==> config.mk <==
export PLATFORM = sky130hd
export DESIGN_NAME = bht_mod_unit
export DESIGN_NICKNAME = d
export VERILOG_FILES = /design/src/rtl/core/bht_pkg.sv /design/src/rtl/core/bht_mod_unit.sv
export SDC_FILE = /design/constraint.sdc
export NUM_CORES = 1
export LEC_CHECK = 0
export ABC_AREA = 0
export BUFFER_PORTS_ARGS = -buffer_cell sky130_fd_sc_hd__buf_2
export CAP_MARGIN = 30
export CORE_UTILIZATION = 64
export CTS_CLUSTER_SIZE = 16
export DETAILED_ROUTE_END_ITERATION = 8
export GPL_ROUTABILITY_DRIVEN = 0
export PLACE_DENSITY = 0.85
export SYNTH_ARGS = -nofsm -noshare
export SYNTH_HDL_FRONTEND = slang
export SYNTH_SLANG_ARGS = --single-unit
==> constraint.sdc <==
create_clock -name i_clk -period 30.7 [get_ports i_clk]
set_input_delay 4.605 -clock i_clk [delete_from_list [all_inputs] [get_ports i_clk]]
set_output_delay 4.605 -clock i_clk [all_outputs]
set_load 0.005 [all_outputs]
==> src/rtl/core/bht_pkg.sv <==
// Shared types and constants of the bucketed hash table.
// Holds the item and result structs, operation and status codes, and the state codes.
// No dependencies.
`default_nettype none

package bht_pkg;

    localparam int HASH_W           = 32;
    localparam int VALUE_W          = 32;
    localparam int ENTRY_W          = 10;
    localparam int CFG_W            = 7;
    localparam int CFG_RESET        = 64;
    localparam int DEF_MAX_BUCKETS  = 64;
    localparam int DEF_SLOTS        = 8;
    localparam int MOD_BITS         = 8;

    typedef enum logic [1:0] {
        K_INSERT = 2'd0,
        K_LOOKUP = 2'd1,
        K_ERASE  = 2'd2,
        K_CLEAR  = 2'd3
    } t_kind;

    typedef enum logic [1:0] {
        ST_DONE    = 2'd0,
        ST_FOUND   = 2'd1,
        ST_MISSING = 2'd2,
        ST_FULL    = 2'd3
    } t_status;

    typedef enum logic [2:0] {
        S_INIT,
        S_IDLE,
        S_CLEAR,
        S_MOD,
        S_FILL,
        S_SCAN,
        S_RESOLVE,
        S_SHIFT
    } t_state;

    typedef struct packed {
        t_kind              kind;
        logic [HASH_W-1:0]  key_hash;
        logic [VALUE_W-1:0] value_in;
    } t_item;

    typedef struct packed {
        t_status            status;
        logic [VALUE_W-1:0] value_out;
        logic [ENTRY_W-1:0] entry_count;
    } t_result;

    typedef struct packed {
        logic              start;
        logic [HASH_W-1:0] dividend;
    } t_mod_req;

    typedef struct packed {
        logic             done;
        logic [CFG_W-1:0] rem;
    } t_mod_rsp;

endpackage

`default_nettype wire

==> src/rtl/core/bht_mod_unit.sv <==
// Iterative remainder unit that reduces a key hash by the bucket count.
// Takes several bits of the dividend per cycle. Depends on bht_pkg.
`default_nettype none

module bht_mod_unit (
    input  wire logic                       i_clk,
    input  wire logic                       i_rst_n,
    input  wire bht_pkg::t_mod_req          i_req,
    input  wire logic [bht_pkg::CFG_W-1:0]  i_divisor,
    output bht_pkg::t_mod_rsp               o_rsp
);
    import bht_pkg::*;

    localparam int STEPS = HASH_W / MOD_BITS;
    localparam int CW    = (STEPS > 1) ? $clog2(STEPS) : 1;

    logic              r_busy;
    logic              r_done;
    logic [CW-1:0]     r_cnt;
    logic [HASH_W-1:0] r_dvd;
    logic [CFG_W-1:0]  r_rem;
    logic [CFG_W-1:0]  n_rem;

    always_comb begin
        logic [CFG_W:0] t;
        n_rem = r_rem;
        for (int i = 0; i < MOD_BITS; i++) begin
            t = {n_rem, r_dvd[HASH_W-1-i]};
            if (t >= {1'b0, i_divisor}) begin
                t = t - {1'b0, i_divisor};
            end
            n_rem = t[CFG_W-1:0];
        end
    end

    always_ff @(posedge i_clk) begin
        if (!i_rst_n) begin
            r_busy <= 1'b0;
            r_done <= 1'b0;
            r_cnt  <= '0;
        end else begin
            r_done <= 1'b0;
            if (i_req.start) begin
                r_busy <= 1'b1;
                r_cnt  <= '0;
            end else if (r_busy) begin
                r_cnt <= r_cnt + 1'b1;
                if (r_cnt == CW'(STEPS - 1)) begin
                    r_busy <= 1'b0;
                    r_done <= 1'b1;
                end
            end
        end
    end

    always_ff @(posedge i_clk) begin
        if (i_req.start) begin
            r_dvd <= i_req.dividend;
            r_rem <= '0;
        end else if (r_busy) begin
            r_dvd <= r_dvd << MOD_BITS;
            r_rem <= n_rem;
        end
    end

    assign o_rsp.done = r_done;
    assign o_rsp.rem  = r_rem;

endmodule

`default_nettype wire

---- Yosys cells after proc, flatten, opt, wreduce, memory -nomap -nowiden ----
Index checks and enable logic that the tools add are counted.
operators by class
  reductions and logical operators ........ 3
  add/sub/neg operators ................... 9
  $lt $le $gt $ge ......................... 8
  multiply operators ...................... 0
  bitwise gates (word level) .............. 2
  muxes and demuxes ....................... 14
  equality and inequality tests ........... 1
  shift operators ......................... 0
  divide/modulo/power cells ............... 0
operators with widths
  kind                   number
  $ge A8 B7 Y1           8
  $mux W32               2
  $mux W7                8
  $sub A7 B7 Y7          8
  $mux W1                4
  $reduce_or A3 Y1       1
  $add A2 B1 Y2 const B  1
  $eq A2 B2 Y1 const B   1
  $not A1 Y1             2
  $reduce_bool A2 Y1     1
  $reduce_or A2 Y1       1
storage, ports and cells
  word-level logic and storage cells ...... 42
  memories kept ........................... 0
  bits in writable memories ............... 0
  latch bits .............................. 0
  bits in registers ....................... 43
  bits in read-only memories .............. 0

---- Depth between registers and ports, before layout ----
  depth after elaboration ................. 16
  mapped depth ............................ 82
  gate-level depth less buffers ........... 79

---- Worst setup path before layout ----
Ideal clock, no wire load.
  path kind ............................... in2reg
  start point ............................. input i_divisor[4] (netlist name)
  end point ............................... register r_rem[0]
  library setup time ...................... 95 ps
  arrival time ............................ 19,368 ps
  stages .................................. 75
  slack ................................... 11,237 ps
  data required time ...................... 30,605 ps
  path through ............................ inv_1 -> ha_1 -> buf_4 -> nand4b_2 -> o221a_4 -> nand2_1 -> mux2_2 -> ha_1 -> nor2b_1 -> o311a_1 -> o21a_1 -> a211o_1 -> buf_6 -> nand2_1 -> o21ai_0 -> fa_1 -> nor2b_1 -> o2111ai_1 -> [... 39 more ...] -> a31oi_1 -> nor2_1 -> o211a_1 -> buf_4 -> a21bo_2 -> o21a_1 -> fa_1 -> a21oi_1 -> nor2_1 -> nor2_1 -> o21bai_1 -> a21oi_1 -> o21ai_0 -> a21o_1 -> a211o_1 -> a31o_4 -> or4_1 -> o311ai_1
on the way
  word-level cells in the longest chain between the ends .. 16
ends and longest elaborated chain
  item                                           RTL line                                RTL
  start: declaration                             bht_mod_unit.sv:9                       input wire logic [bht_pkg::CFG_W-1:0] i_divisor,
  $sub A7 B7 Y7 or $ge A8 B7 Y1 (tied branches)  bht_mod_unit.sv:30, bht_mod_unit.sv:29
  $mux W7                                        bht_mod_unit.sv:29                      if (t >= {1'b0, i_divisor}) begin
  $sub A7 B7 Y7 or $ge A8 B7 Y1 (tied branches)  bht_mod_unit.sv:30, bht_mod_unit.sv:29
  $mux W7                                        bht_mod_unit.sv:29
  $sub A7 B7 Y7 or $ge A8 B7 Y1 (tied branches)  bht_mod_unit.sv:30, bht_mod_unit.sv:29
  $mux W7                                        bht_mod_unit.sv:29
  $ge A8 B7 Y1 or $sub A7 B7 Y7 (tied branches)  bht_mod_unit.sv:29, bht_mod_unit.sv:30
  $mux W7                                        bht_mod_unit.sv:29
  $sub A7 B7 Y7 or $ge A8 B7 Y1 (tied branches)  bht_mod_unit.sv:30, bht_mod_unit.sv:29
  $mux W7                                        bht_mod_unit.sv:29
  $sub A7 B7 Y7 or $ge A8 B7 Y1 (tied branches)  bht_mod_unit.sv:30, bht_mod_unit.sv:29
  $mux W7                                        bht_mod_unit.sv:29
  $sub A7 B7 Y7 or $ge A8 B7 Y1 (tied branches)  bht_mod_unit.sv:30, bht_mod_unit.sv:29
  $mux W7                                        bht_mod_unit.sv:29
  $ge A8 B7 Y1 *                                 bht_mod_unit.sv:29
  $mux W7 *                                      bht_mod_unit.sv:29
  end signal: assignment                         bht_mod_unit.sv:62                      r_rem <= n_rem;
  end: declaration                               bht_mod_unit.sv:21                      logic [CFG_W-1:0] r_rem;
Mark *: on every way between the ends. The rest lies on a longest branch, timed or not.
A chain may end at the register's enable or synchronous reset.

---- Worst setup path in the final report ----
  start point ............................. input i_divisor[1] (netlist name)
  end point ............................... register r_rem[1]
on the way
  word-level cells in the longest chain between the ends .. 16
ends and longest elaborated chain
  item                                           RTL line
  $sub A7 B7 Y7 or $ge A8 B7 Y1 (tied branches)  bht_mod_unit.sv:30, bht_mod_unit.sv:29
  $mux W7                                        bht_mod_unit.sv:29
  $sub A7 B7 Y7 or $ge A8 B7 Y1 (tied branches)  bht_mod_unit.sv:30, bht_mod_unit.sv:29
  $mux W7                                        bht_mod_unit.sv:29
  $sub A7 B7 Y7 or $ge A8 B7 Y1 (tied branches)  bht_mod_unit.sv:30, bht_mod_unit.sv:29
  $mux W7                                        bht_mod_unit.sv:29
  $sub A7 B7 Y7 or $ge A8 B7 Y1 (tied branches)  bht_mod_unit.sv:30, bht_mod_unit.sv:29
  $mux W7                                        bht_mod_unit.sv:29
  $sub A7 B7 Y7 or $ge A8 B7 Y1 (tied branches)  bht_mod_unit.sv:30, bht_mod_unit.sv:29
  $mux W7                                        bht_mod_unit.sv:29
  $sub A7 B7 Y7 or $ge A8 B7 Y1 (tied branches)  bht_mod_unit.sv:30, bht_mod_unit.sv:29
  $mux W7                                        bht_mod_unit.sv:29
  $ge A8 B7 Y1 or $sub A7 B7 Y7 (tied branches)  bht_mod_unit.sv:29, bht_mod_unit.sv:30
  $mux W7                                        bht_mod_unit.sv:29
  $sub A7 B7 Y7 or $ge A8 B7 Y1 (tied branches)  bht_mod_unit.sv:30, bht_mod_unit.sv:29
  $mux W7 *                                      bht_mod_unit.sv:29
Marks and branches as above.

==> results.tsv <==
metric	value	unit
top cells by area, synth	edfxtp_1 (18%), ha_1 (14%), mux2_2 (7.3%)	
outcome	completed	
Chip Width	92.2	microns
drt initial violations	272	
num rows	32	
DRC Markers	0	
Pre-Repair DR Iteration Count	4	
routed via count	4664	
Sink Count	43	
Top Usage Layer GRT	met2	
Synth area leader	edfxtp_1	
cell mode on critical path	o21ai_0	
CTS buffer count	5	
full die area	8510	sq um
pre-CTS setup slack	8.93	ns
Initial Util	66.7	%
Mapped Nets	682	
met2 GRT Util	54.0	%
Max clock buf depth	2	
met3 Track Usage GR	4.81	%
buffer count from post-CTS setup fixing	0	
Setup crit start	i_divisor[1]	
RSZ-0062 raised after global routing	no	
max_slew headroom	47.9	%
Worst-Skew Late Latency	0.30	ns
Final WS setup	8.86	ns
Register-to-Register Path Depth	75	
Overflow after GRT	0	
nets@finish	723	
Tmin final	21.85	ns
worst r2r dst	r_rem[1]	
first-pass GRT wire length	21100	microns
diodes inserted	0	
Reg2Reg Launch Point	r_dvd[31]	
Critical Path RT	30.92	ns
Fin Clk Skew	0.00604	ns
Worst Setup End Kind	flop	
end of the critical path	r_rem[1]	
Yosys cell types	83	
CP startpoint kind	primary input	
post-CTS resize count	0	
fin cells	719	
Synthesis Warnings	0	
PortBufs	49	
Worst Setup Path Type	primary input to flop	
antenna-violating nets left	0	
asr flop ratio synth	0	%
Post-Syn Instances	575	
Detail Placement HPWL	9840	microns
Cell Area, Synth	5210	sq um
vias in the first global route	4643	
Worst path slowest cell	fa_1	
clock-pin slew on the worst setup and hold paths	0.09	ns
Post-synth EDFFs	32	
HP Class	flop to flop	
Hold Buf Count CTS	0	
final core occ	71.7	%
Finish-stage setup viols	0	
f_max	45.8	MHz
initial antenna violation count	0	
Inst Count DP	711	
setup_tns	0	ns
H-Tree Depth	2	
final worst-path cycle share	71.2	%
Placeable Area	7810	sq um
Worst Hold Depth	2	
CP arrival	22.06	ns
Crit path largest cell delay	0.57	ns
I/O pin total	50	
P&R area growth vs syn	7.37	%
ys flop type	edfxtp_1	
final hold vios	0	
Slew Viols, Final	0	
largest net degree at the start of global routing	44	
sequential area share after synthesis	22.7	%
Total GRT Usage	31.1	%
grt met1 use	37.2	%
Synth Register Bits	43	
TritonCTS clock tree	built	
share of post-route cells with drive strength above 1	19.4	%
WL final	12700	microns
vias per cell	6.49	
syn_area_per_cell	9.06	sq um
Reg2Reg Setup Slack	13.21	ns
routed len/inst	17.6	microns
CP Max Fanout	11	
Synth top area share	18.4	%
CTS Root Buffer Type	clkbuf_8	
measured slew at the worst slew-check pin	0.782	ns
height of the die	92.2	microns
max_cap viols	0	
cells by family (layout without fill, tap and decap cells):
kind of cell	Yosys count	count (layout)	share of synthesized area [%]
compound gates	169	169	24.3
xor+xnor	28	28	4.71
fa+ha+maj	65	65	16.8
buf+inv	68	110	5.38
flops	43	43	22.7
mux	44	44	9.60
simple gates	158	158	16.6
cell usage in the layout (no fill, tap or decap), drive strengths merged, types with 18 or more instances in the layout:
master	Yosys	layout
a21oi	31	31
buf	7	49
edfxtp	32	32
ha	57	57
inv	53	54
mux2	35	35
nand2	30	30
nor2	30	30
nor2b	18	18
o21ai	37	37
xnor2	20	20
cells in the mapped netlist, types with 4 or more instances:
library cell  number
ha_1              57
inv_1             52
mux2_2            34
edfxtp_1          32
o21ai_0           31
nor2_1            30
a21oi_1           28
nand2_1           28
xnor2_1           20
nor2b_1           18
a21o_1            16
nor3_1            13
dfxtp_1           11
nand3_1           11
nand2b_1          10
and2_1             9
clkbuf_1           8
fa_1               8
mux2i_1            8
o21a_1             8
xor2_1             8
a311oi_1           7
o211ai_1           7
nand4_1            6
a31oi_1            5
o21ai_1            5
or2_2              5
a211o_1            4
a211oi_1           4
a21boi_0           4
buf_4              4
nand3b_1           4
o2111ai_1          4
o32ai_1            4
flip-flops by register name, indices dropped and copies added, names as in the netlist:
signal	cells
r_done	1
r_rem	7
r_cnt	2
r_busy	1
r_dvd	32
worst max-delay path: cells and delay by family:
| kind | cells | cell delay, ns |
|---|---|---|
| simple gates | 19 | 3.14 |
| mux | 3 | 1.09 |
| compound gates | 38 | 8.83 |
| fa+ha+maj | 8 | 3.40 |
| buf+inv | 6 | 0.95 |
per-layer routing:
layer	up-vias	share of wire, %
met5	-	0
met4	0	3.4
li1	2241	-
met3	42	5.9
met2	190	49
met1	2191	42
through the flow:
step | instance area, sq um | hold slack (ns)
3_3_place_gp | 5500 | 0.479
3_5_place_dp | 5500 | 0.525
6_report | 5600 | 0.537
4_1_cts | 5600 | 0.539
2_1_floorplan | 5210 | 0.465
5_1_grt | 5600 | 0.565
cell type report:
type / count / area [sq um]
Clock inverter: 3 / 23.8
Tap cell: 102 / 128
Clock buffer: 5 / 68.8
Sequential cell: 43 / 1180
Inverter: 53 / 199
Timing Repair Buffer: 49 / 245
Multi-Input combinational cell: 464 / 3750
Fill cell: 614 / 2210
worst min path at each step:
| stage | start | endpoint | slack (ns) |
|---|---|---|---|
| detailed placement | r_rem[2] | r_rem[2] | 0.53 |
| finish | r_rem[6] | r_rem[6] | 0.54 |
| CTS | r_rem[6] | r_rem[6] | 0.54 |
| global route | r_dvd[15] | r_dvd[23] | 0.57 |
| global placement | r_cnt[1] | r_cnt[1] | 0.48 |
| floorplan | r_cnt[1] | r_cnt[1] | 0.46 |
Power is not shown: default switching activity piles up to over one toggle a cycle in this logic, so the estimate is an artifact.
